### config.mk
export PLATFORM = sky130hd
export DESIGN_NAME = odometer_rate_alarm_monitor_core
export DESIGN_NICKNAME = d
export VERILOG_FILES = /design/src/sv/orm_pkg.sv /design/src/sv/odometer_rate_alarm_monitor_core.sv
export SDC_FILE = /design/constraint.sdc
export NUM_CORES = 2
export LEC_CHECK = 0
export CORE_UTILIZATION = 25
export DETAILED_ROUTE_END_ITERATION = 12
export DONT_BUFFER_PORTS = 1
export PLACE_DENSITY = 0.44
export SETUP_SLACK_MARGIN = 0.1
export SYNTH_ARGS = -nofsm -noshare
export SYNTH_HDL_FRONTEND = slang
export SYNTH_SLANG_ARGS = --single-unit
### constraint.sdc
create_clock -name clk_i -period 10.35 [get_ports clk_i]
set_input_delay 0.5175 -clock clk_i [delete_from_list [all_inputs] [get_ports clk_i]]
set_output_delay 0.5175 -clock clk_i [all_outputs]
set_load 0.1 [all_outputs]
### src/sv/orm_pkg.sv
package orm_pkg;

  typedef logic [1:0] status_t;

  localparam status_t ST_OK   = 2'd0;
  localparam status_t ST_SOON = 2'd1;
  localparam status_t ST_WRAP = 2'd2;

  localparam int unsigned CFG_IDX_W = 3;
  typedef logic [CFG_IDX_W-1:0] cfg_idx_t;

  localparam cfg_idx_t CFG_OVER_SPEED = 3'd0;
  localparam cfg_idx_t CFG_BRAKE      = 3'd1;
  localparam cfg_idx_t CFG_ODO_EN     = 3'd2;
  localparam cfg_idx_t CFG_GPS_EN     = 3'd3;
  localparam cfg_idx_t CFG_TIMEOUT    = 3'd4;

  localparam logic [5:0] EV_MOVE  = 6'h01;
  localparam logic [5:0] EV_STOP  = 6'h02;
  localparam logic [5:0] EV_OVER  = 6'h04;
  localparam logic [5:0] EV_SAFE  = 6'h08;
  localparam logic [5:0] EV_BRAKE = 6'h10;

  localparam logic [1:0] FIX_GAIN = 2'h1;
  localparam logic [1:0] FIX_LOSS = 2'h2;

  localparam logic [5:0]  ODO_EN_RST  = 6'h3F;
  localparam logic [1:0]  GPS_EN_RST  = 2'h3;
  localparam logic [31:0] TIMEOUT_RST = 32'd30000;

  localparam logic [9:0] MS_PER_S = 10'd1000;

endpackage

### src/sv/odometer_rate_alarm_monitor_core.sv
// odometer rate and alarm monitor
// input channel: one word per poll (time_ms_i, pulse_count_i, gps_fix_i), taken when
// in_valid_i is high and in_stall_o is low. in_stall_o stays high from the accept until
// the result word has been taken, so one poll is worked at a time.
// output channel: one result word per poll, held on the ports while out_valid_o is high
// and out_stall_i is high; it is taken when out_stall_i is low.
// config channel: cfg_ready_o is always high; write only while no poll is in flight.
// a poll that comes too soon or after a time wrap goes from the check step straight
// to the output. a checked update may use the shared x1000 multiplier and the shared
// restoring divider, one quotient bit per cycle: 16 bits for the pulse frequency and
// 24 bits for the deceleration rate.
// a new poll is taken only once the result word is taken and the block is back in idle.
// reset: all tracking state and pending masks clear, enables go to all ones, the
// timeout to 30000 ms. a stalled receiver simply holds the block in its output state.
module odometer_rate_alarm_monitor_core (
  input  logic                   clk_i,
  input  logic                   rst_ni,
  input  logic                   in_valid_i,
  output logic                   in_stall_o,
  input  logic [31:0]            time_ms_i,
  input  logic [31:0]            pulse_count_i,
  input  logic [1:0]             gps_fix_i,
  output logic                   out_valid_o,
  input  logic                   out_stall_i,
  output orm_pkg::status_t       status_o,
  output logic [15:0]            frequency_o,
  output logic signed [16:0]     frequency_change_o,
  output logic [5:0]             odo_pending_mask_o,
  output logic [1:0]             gps_pending_mask_o,
  output logic                   irq_request_o,
  output logic                   moving_flag_o,
  output logic                   pending_flag_o,
  input  logic                   cfg_valid_i,
  output logic                   cfg_ready_o,
  input  orm_pkg::cfg_idx_t      cfg_index_i,
  input  logic [31:0]            cfg_data_i
);
  import orm_pkg::*;

  localparam logic [3:0] S_IDLE  = 4'd0;
  localparam logic [3:0] S_CHECK = 4'd1;
  localparam logic [3:0] S_FLOAD = 4'd2;
  localparam logic [3:0] S_FDIV  = 4'd3;
  localparam logic [3:0] S_DF    = 4'd4;
  localparam logic [3:0] S_BLOAD = 4'd5;
  localparam logic [3:0] S_BDIV  = 4'd6;
  localparam logic [3:0] S_EVAL  = 4'd7;
  localparam logic [3:0] S_OUT   = 4'd8;

  logic [3:0]  state_q, state_d;

  // configuration
  logic [15:0] osl_q, osl_d;
  logic [23:0] brake_lim_q, brake_lim_d;
  logic [5:0]  odo_en_q, odo_en_d;
  logic [1:0]  gps_en_q, gps_en_d;
  logic [31:0] timeout_q, timeout_d;

  // tracking state
  logic [31:0] last_upd_q, last_upd_d;
  logic [31:0] prev_time_q, prev_time_d;
  logic [31:0] prev_count_q, prev_count_d;
  logic [15:0] prev_freq_q, prev_freq_d;
  logic [31:0] last_int_q, last_int_d;
  logic [15:0] checked_q, checked_d;
  logic [1:0]  last_fix_q, last_fix_d;
  logic [5:0]  odo_susp_q, odo_susp_d;
  logic [5:0]  odo_pend_q, odo_pend_d;
  logic [1:0]  gps_pend_q, gps_pend_d;
  logic [31:0] release_q, release_d;
  logic        irq_q, irq_d;
  logic        moving_q, moving_d;

  // working registers
  logic [31:0]        t1_q, t1_d;
  logic [31:0]        c1_q, c1_d;
  logic [1:0]         fix_q, fix_d;
  logic [41:0]        mul_q, mul_d;
  logic [31:0]        rem_q, rem_d;
  logic [23:0]        dv_q, dv_d;
  logic [4:0]         cnt_q, cnt_d;
  logic [15:0]        freq_q, freq_d;
  logic signed [16:0] df_q, df_d;
  logic               brake_hit_q, brake_hit_d;

  // result word
  status_t            o_status_q, o_status_d;
  logic [15:0]        o_freq_q, o_freq_d;
  logic signed [16:0] o_df_q, o_df_d;
  logic [5:0]         o_odo_q, o_odo_d;
  logic [1:0]         o_gps_q, o_gps_d;
  logic               o_irq_q, o_irq_d;
  logic               o_mov_q, o_mov_d;
  logic               o_pflag_q, o_pflag_d;

  // shared multiplier and divider step
  logic [31:0] mul_a;
  logic [41:0] prod;
  logic [32:0] div_sh;
  logic [32:0] div_diff;
  logic        div_ge;
  logic [31:0] step_rem;
  logic [23:0] step_dv;

  assign prod     = 42'(mul_a) * 42'(MS_PER_S);
  assign div_sh   = {rem_q, dv_q[23]};
  assign div_ge   = div_sh >= {1'b0, last_int_q};
  assign div_diff = div_sh - {1'b0, last_int_q};
  assign step_rem = div_ge ? div_diff[31:0] : div_sh[31:0];
  assign step_dv  = {dv_q[22:0], div_ge};

  always_comb begin
    logic [31:0] dt;
    status_t     st;
    logic [16:0] df_mag;
    logic [5:0]  ev_odo;
    logic [1:0]  ev_gps;
    logic [5:0]  supp;
    logic [5:0]  hit;
    logic [5:0]  oth;
    logic        mov;
    logic        fire;
    logic [5:0]  odo_p;
    logic [1:0]  gps_p;
    logic        irq;
    logic [31:0] rel;
    logic        pflag;

    state_d      = state_q;
    osl_d        = osl_q;
    brake_lim_d  = brake_lim_q;
    odo_en_d     = odo_en_q;
    gps_en_d     = gps_en_q;
    timeout_d    = timeout_q;
    last_upd_d   = last_upd_q;
    prev_time_d  = prev_time_q;
    prev_count_d = prev_count_q;
    prev_freq_d  = prev_freq_q;
    last_int_d   = last_int_q;
    checked_d    = checked_q;
    last_fix_d   = last_fix_q;
    odo_susp_d   = odo_susp_q;
    odo_pend_d   = odo_pend_q;
    gps_pend_d   = gps_pend_q;
    release_d    = release_q;
    irq_d        = irq_q;
    moving_d     = moving_q;
    t1_d         = t1_q;
    c1_d         = c1_q;
    fix_d        = fix_q;
    mul_d        = mul_q;
    rem_d        = rem_q;
    dv_d         = dv_q;
    cnt_d        = cnt_q;
    freq_d       = freq_q;
    df_d         = df_q;
    brake_hit_d  = brake_hit_q;
    o_status_d   = o_status_q;
    o_freq_d     = o_freq_q;
    o_df_d       = o_df_q;
    o_odo_d      = o_odo_q;
    o_gps_d      = o_gps_q;
    o_irq_d      = o_irq_q;
    o_mov_d      = o_mov_q;
    o_pflag_d    = o_pflag_q;
    mul_a        = '0;

    dt     = t1_q - last_upd_q;
    st     = ST_OK;
    df_mag = '0;
    ev_odo = '0;
    ev_gps = '0;
    supp   = odo_susp_q;
    hit    = EV_SAFE;
    oth    = EV_OVER;
    mov    = moving_q;
    fire   = 1'b0;
    odo_p  = odo_pend_q;
    gps_p  = gps_pend_q;
    irq    = irq_q;
    rel    = release_q;
    pflag  = 1'b0;

    if (cfg_valid_i) begin
      unique case (cfg_index_i)
        CFG_OVER_SPEED: osl_d       = cfg_data_i[15:0];
        CFG_BRAKE:      brake_lim_d = cfg_data_i[23:0];
        CFG_ODO_EN:     odo_en_d    = cfg_data_i[5:0];
        CFG_GPS_EN:     gps_en_d    = cfg_data_i[1:0];
        CFG_TIMEOUT:    timeout_d   = cfg_data_i;
        default: ;
      endcase
    end

    unique case (state_q)
      S_IDLE: begin
        if (in_valid_i) begin
          t1_d    = time_ms_i;
          c1_d    = pulse_count_i;
          fix_d   = gps_fix_i;
          state_d = S_CHECK;
        end
      end
      S_CHECK: begin
        if (dt[31:9] == 23'd0) begin
          st = ST_SOON;
        end else begin
          last_upd_d = t1_q;
          if (t1_q < prev_time_q) begin
            prev_time_d  = t1_q;
            prev_count_d = c1_q;
            st           = ST_WRAP;
          end
        end
        if (st != ST_OK) begin
          o_status_d = st;
          o_freq_d   = prev_freq_q;
          o_df_d     = '0;
          o_odo_d    = odo_pend_q;
          o_gps_d    = gps_pend_q;
          o_irq_d    = irq_q;
          o_mov_d    = moving_q;
          o_pflag_d  = |{odo_pend_q, gps_pend_q};
          state_d    = S_OUT;
        end else if (c1_q == prev_count_q) begin
          // unchanged count keeps the old interval for the brake check
          freq_d  = '0;
          state_d = S_DF;
        end else begin
          last_int_d = t1_q - prev_time_q;
          mul_a      = c1_q - prev_count_q;
          mul_d      = prod;
          state_d    = S_FLOAD;
        end
      end
      S_FLOAD: begin
        // quotient of 2^16 or more, or a zero interval, saturates
        if ({6'd0, mul_q[41:16]} >= last_int_q) begin
          freq_d  = 16'hFFFF;
          state_d = S_DF;
        end else begin
          rem_d   = {6'd0, mul_q[41:16]};
          dv_d    = {mul_q[15:0], 8'd0};
          cnt_d   = 5'd15;
          state_d = S_FDIV;
        end
      end
      S_FDIV: begin
        rem_d = step_rem;
        dv_d  = step_dv;
        cnt_d = cnt_q - 5'd1;
        if (cnt_q == 5'd0) begin
          freq_d  = step_dv[15:0];
          state_d = S_DF;
        end
      end
      S_DF: begin
        df_d        = $signed({1'b0, freq_q}) - $signed({1'b0, prev_freq_q});
        df_mag      = 17'(-df_d);
        brake_hit_d = 1'b0;
        if (brake_lim_q != 24'd0 && df_d[16]) begin
          mul_a   = {16'd0, df_mag[15:0]};
          mul_d   = prod;
          state_d = S_BLOAD;
        end else begin
          state_d = S_EVAL;
        end
      end
      S_BLOAD: begin
        // rate of 2^24 or more always exceeds the 24 bit limit
        if ({30'd0, mul_q[25:24]} >= last_int_q) begin
          brake_hit_d = 1'b1;
          state_d     = S_EVAL;
        end else begin
          rem_d   = {30'd0, mul_q[25:24]};
          dv_d    = mul_q[23:0];
          cnt_d   = 5'd23;
          state_d = S_BDIV;
        end
      end
      S_BDIV: begin
        rem_d = step_rem;
        dv_d  = step_dv;
        cnt_d = cnt_q - 5'd1;
        if (cnt_q == 5'd0) begin
          brake_hit_d = step_dv > brake_lim_q;
          state_d     = S_EVAL;
        end
      end
      S_EVAL: begin
        if (checked_q == 16'd0) begin
          if (freq_q != 16'd0) begin
            ev_odo = ev_odo | EV_MOVE;
            mov    = 1'b1;
          end
        end else if (freq_q == 16'd0) begin
          ev_odo = ev_odo | EV_STOP;
          mov    = 1'b0;
        end

        if (brake_lim_q != 24'd0) begin
          if (df_q[16]) begin
            if (brake_hit_q && (supp & EV_BRAKE) == 6'd0) begin
              ev_odo = ev_odo | EV_BRAKE;
              supp   = supp | EV_BRAKE;
            end
          end else begin
            supp = supp & ~EV_BRAKE;
          end
        end

        if (osl_q != 16'd0) begin
          if (freq_q > osl_q) begin
            hit = EV_OVER;
            oth = EV_SAFE;
          end else begin
            hit = EV_SAFE;
            oth = EV_OVER;
          end
          supp = supp & ~oth;
          if ((supp & hit) == 6'd0) begin
            ev_odo = ev_odo | hit;
            supp   = supp | hit;
          end
        end

        if (fix_q != last_fix_q) begin
          ev_gps     = (fix_q != 2'd0) ? FIX_GAIN : FIX_LOSS;
          last_fix_d = fix_q;
        end

        // only a newly pending enabled event drives the line
        fire  = (|(ev_odo & odo_en_q & ~odo_pend_q)) | (|(ev_gps & gps_en_q & ~gps_pend_q));
        odo_p = odo_pend_q | ev_odo;
        gps_p = gps_pend_q | ev_gps;
        irq   = irq_q | fire;
        rel   = (fire && timeout_q != 32'd0) ? t1_q + timeout_q : release_q;
        pflag = |{odo_p, gps_p};
        if (timeout_q != 32'd0 && rel < t1_q) begin
          odo_p = '0;
          gps_p = '0;
          irq   = 1'b0;
        end

        prev_freq_d  = freq_q;
        prev_time_d  = t1_q;
        prev_count_d = c1_q;
        checked_d    = freq_q;
        odo_susp_d   = supp;
        moving_d     = mov;
        odo_pend_d   = odo_p;
        gps_pend_d   = gps_p;
        irq_d        = irq;
        release_d    = rel;

        o_status_d = ST_OK;
        o_freq_d   = freq_q;
        o_df_d     = df_q;
        o_odo_d    = odo_p;
        o_gps_d    = gps_p;
        o_irq_d    = irq;
        o_mov_d    = mov;
        o_pflag_d  = pflag;
        state_d    = S_OUT;
      end
      S_OUT: begin
        if (!out_stall_i) begin
          state_d = S_IDLE;
        end
      end
      default: begin
        state_d = S_IDLE;
      end
    endcase
  end

  always_ff @(posedge clk_i or negedge rst_ni) begin
    if (!rst_ni) begin
      state_q      <= S_IDLE;
      osl_q        <= '0;
      brake_lim_q  <= '0;
      odo_en_q     <= ODO_EN_RST;
      gps_en_q     <= GPS_EN_RST;
      timeout_q    <= TIMEOUT_RST;
      last_upd_q   <= '0;
      prev_time_q  <= '0;
      prev_count_q <= '0;
      prev_freq_q  <= '0;
      last_int_q   <= '0;
      checked_q    <= '0;
      last_fix_q   <= '0;
      odo_susp_q   <= '0;
      odo_pend_q   <= '0;
      gps_pend_q   <= '0;
      release_q    <= '0;
      irq_q        <= 1'b0;
      moving_q     <= 1'b0;
    end else begin
      state_q      <= state_d;
      osl_q        <= osl_d;
      brake_lim_q  <= brake_lim_d;
      odo_en_q     <= odo_en_d;
      gps_en_q     <= gps_en_d;
      timeout_q    <= timeout_d;
      last_upd_q   <= last_upd_d;
      prev_time_q  <= prev_time_d;
      prev_count_q <= prev_count_d;
      prev_freq_q  <= prev_freq_d;
      last_int_q   <= last_int_d;
      checked_q    <= checked_d;
      last_fix_q   <= last_fix_d;
      odo_susp_q   <= odo_susp_d;
      odo_pend_q   <= odo_pend_d;
      gps_pend_q   <= gps_pend_d;
      release_q    <= release_d;
      irq_q        <= irq_d;
      moving_q     <= moving_d;
    end
  end

  always_ff @(posedge clk_i) begin
    t1_q        <= t1_d;
    c1_q        <= c1_d;
    fix_q       <= fix_d;
    mul_q       <= mul_d;
    rem_q       <= rem_d;
    dv_q        <= dv_d;
    cnt_q       <= cnt_d;
    freq_q      <= freq_d;
    df_q        <= df_d;
    brake_hit_q <= brake_hit_d;
    o_status_q  <= o_status_d;
    o_freq_q    <= o_freq_d;
    o_df_q      <= o_df_d;
    o_odo_q     <= o_odo_d;
    o_gps_q     <= o_gps_d;
    o_irq_q     <= o_irq_d;
    o_mov_q     <= o_mov_d;
    o_pflag_q   <= o_pflag_d;
  end

  assign in_stall_o         = state_q != S_IDLE;
  assign out_valid_o        = state_q == S_OUT;
  assign cfg_ready_o        = 1'b1;
  assign status_o           = o_status_q;
  assign frequency_o        = o_freq_q;
  assign frequency_change_o = o_df_q;
  assign odo_pending_mask_o = o_odo_q;
  assign gps_pending_mask_o = o_gps_q;
  assign irq_request_o      = o_irq_q;
  assign moving_flag_o      = o_mov_q;
  assign pending_flag_o     = o_pflag_q;

  a_busy_while_result: assert property (@(posedge clk_i) disable iff (!rst_ni)
    out_valid_o |-> in_stall_o)
    else $error("input taken while a result word waits");

  a_accept_to_check: assert property (@(posedge clk_i) disable iff (!rst_ni)
    (in_valid_i && !in_stall_o) |=> (state_q == S_CHECK))
    else $error("accepted word did not enter the check step");

  a_unchecked_no_change: assert property (@(posedge clk_i) disable iff (!rst_ni)
    (out_valid_o && status_o != ST_OK) |-> (frequency_change_o == 17'sd0))
    else $error("frequency change on an unchecked poll");

  a_unchecked_pflag: assert property (@(posedge clk_i) disable iff (!rst_ni)
    (out_valid_o && status_o != ST_OK)
      |-> (pending_flag_o == (|{odo_pending_mask_o, gps_pending_mask_o})))
    else $error("pending flag does not match masks on an unchecked poll");

endmodule
==> summary.md <==
| Metric | Value |
|---|---|
| Final nets | approximately 4.3k |
| WS Path Type | register to register |
| RSZ-0062 raised after global routing | no |
| Mapped Cells | 3,645 |
| Total track usage | between 10 and 15% |
| Count of unique library cells instantiated by Yosys | 104 |
| DR pass1 iterations | 7 |
| Synth Cell Area | 37,100 um2 |
| Combinational family with the most area after synthesis | adder cells |
| Complex-gate fraction of the synthesized area | between 15 and 20% |
| Setup crit start | freq_q[0] |
| GRT overflow | 0 |
| Final Skew | 0.0574 ns |
| Post-DRT Antenna Nets | 0 |
| Fmax | 0.106 GHz |
| Area Overhead vs Synth | 15.0% |
| Rows | 140 |
| Synth Area in XOR/XNOR | 4.25% |
| Hold Violations, Final | 0 |
| Main synth FF type | dfrtp_1 |
| Reg2reg start | freq_q[0] |
| Final hold slack | 0.111 ns |
| Worst Setup Start Kind | register |
| Drt total wl | 113 mm |
| Final core utilization | 29.1% |
| Starting Density | 25.3% |
| Vias in the first global route | about 27k |
| EDFF count, synth | 246 |
| R2r endpoint | mul_q[38] |
| # setup viols final | 0 |
| Detailed-route via count | between 20k and 30k |
| Placed Instances | 5,505 |
| R2R Setup Slk | 0.91 ns |
| Post-synth ARST share | 52.7% |
| Io pins | 155 |
| Tot Pwr | 15.6 mW |
| Initial antenna violation count | 8 |
| DIE AREA | 150,000 um2 |
| Depth of the CTS H-tree | 2 |
| Mux contribution to synthesized area | 6.03% |
| Crit path top cell by count | fa_1 |
| Synth warn | 0 |
| Leakage power | 18.4 nW |
| Num Clock Sinks | 520 |
| Largest net degree at the start of global routing | 275 |
| Non-Filler Instances | 5,723 |
| Root Buffer | clkbuf_16 |
| Register area share after synthesis | 38.5% |
| Wire per inst | 19.8 um |
| Most frequent cells in the layout | inv_1, ha_1, dfrtp_1, nand2_1, edfxtp_1 |
| Initial DRC count | 1,763 |
| Hpwl dp | 88.6 mm |
| Num CTS Buffers | 60 |
| CP max stage cell | a2111oi_0 |
| Data arrival, critical path | 9.86 ns |
| Chip Height | 387 um |
| Final Max Slew Viols | 0 |
| Simple-gate share of the synthesized area | 11.4% |
| Yosys reg bits | 520 |
| Slowest Stage Delay on Critical Path | 0.76 ns |
| Highest net fanout along the worst path | 26 |
| CTS tree | built |
| Reg clk slew, reported paths | 0.07 ns |
| Clock latency on the worst-skew pair | 0.71 ns |
| Slew headroom | 16.8% |
| Tmin final | 9.44 ns |
| Syn_nets | 4,230 |
| Share of layout cells above drive strength 1 | 7.70% |
| N_diodes | 0 |
| CP endpoint | mul_q[38] |
| Max-cap violations | 0 |
| Post-synthesis adder-cell area fraction | 18.6% |
| Maximum VDD drop | 195 uV |
| R2R depth | 33 |
| Req. time, crit path | 10.77 ns |
| Commonest non-fill, non-tap cell in the layout | inv_1 |
| Critical Path End Type | register |
| First-pass GRT wire length | 172 mm |
| Residual DRC | 0 |
| Hold crit path type | input pin to register |
| Hold depth | 2 |
| Gpl congestion | 0.861 |
| TNS Setup | 0 ns |
| Power per cell area | 366 nW/um2 |
| Die width | around 390 um |
| Slew of the pin with the lowest slew margin | 1.25 ns |
| Max clock buf depth | 3 |
| Syn Area/Cell | between 10 and 15 um2 |
| IO buf count | 0 |
| Final period util | 91.2% |
| Post-DR vias/cell | 4.80 |
| Core ar. | 146,000 um2 |
| Status | finished clean |
==> per-stage QoR <==
step | area [um2] | setup slack (ns)
floorplan | 37100 | 2.16
global placement | 39300 | 1.02
detailed placement | 39300 | 0.884
CTS | 42500 | 0.799
global route | 42600 | 0.206
finish | 42600 | 0.911
==> critical path, delay by kind of cell, from the launching register on <==
| kind | cells | cell delay [ns] |
|---|---|---|
| adder cells (fa/ha/maj) | 7 | 2.68 |
| AND/OR/NAND/NOR | 5 | 1.18 |
| buffers and inverters | 4 | 0.56 |
| XOR/XNOR | 2 | 0.32 |
| AO/OA/AOI/OAI | 15 | 4.00 |
| flip-flops | 1 | 0.40 |
==> synthesized netlist by cell type (54+ instances only) <==
cell type,count,area (um2)
dfrtp_1,260,6510
mux2i_1,96,961
nor2_1,185,694
o21a_1,54,405
a21oi_1,209,1050
fa_1,120,2400
o21ai_0,233,1170
nand2_1,254,953
inv_1,424,1590
xnor2_1,114,998
edfxtp_1,246,7390
nand3_1,61,305
ha_1,359,4490
xor2_1,64,561
a21o_1,111,833
clkbuf_1,54,203
mux2_2,82,923
==> state kept, by name, indices dropped and copies added (netlist names), 32 cells and up <==
register	flops
mul_q	39
rem_q	32
prev_time_q	32
timeout_q	32
last_int_q	32
c1_q	32
release_q	32
last_upd_q	32
t1_q	32
prev_count_q	32
==> area by class of cell <==
class,count,area [um2]
inverter,431,1620
fill,15300,104000
tap,1917,2400
clock inverter,33,489
timing repair buffer,134,1330
sequential,520,14300
clock buffer,81,1670
multi-input combinational,2607,20800
==> report_power, final <==
| group | leakage (nW) | switching (mW) | internal (mW) | total, mW |
|---|---|---|---|---|
| clock | 1.06 | 0.957 | 1.39 | 2.35 |
| sequential | 5.67 | 0.921 | 3.22 | 4.14 |
| combinational | 11.7 | 5.57 | 3.54 | 9.11 |
| total | 18.4 | 7.45 | 8.15 | 15.6 |
==> timing repair <==
item	in CTS	in global routing
buffers inserted	0	1
hold buffers	99	1
endpoints found under the setup margin	0	2
gates resized for setup	0	1
hold endpoints to repair	419	24
==> worst min path at each step <==
stage,startpoint,endpoint,slack [ns]
CTS,in_valid_i,state_q[0],0.06
finish,in_valid_i,state_q[0],0.11
floorplan,rst_ni,brake_lim_q[0],0.22
global route,out_stall_i,state_q[3],0.10
detailed placement,rst_ni,last_fix_q[1],0.26
global placement,rst_ni,last_fix_q[1],0.24
==> cells by family (layout without fill, tap and decap cells) <==
logic type	count (synthesis)	after routing
AOI/OAI and AO/OA	888	888
and+or+nand+nor	850	851
DFF	520	520
buffers and inverters	519	679
adders and majority gates	479	479
muxes	209	209
xor gates and xnor gates	179	179
other	1	1
==> per-layer routing <==
layer	up-vias	global-route usage, %	wire length [um]
li1	13300	-	-
met2	569	23.0	49800
met1	13500	21.8	56700
met4	8	3.31	2150
met5	-	0	58
met3	112	1.98	4540
Note: power is estimated with default switching activity, not from simulation.
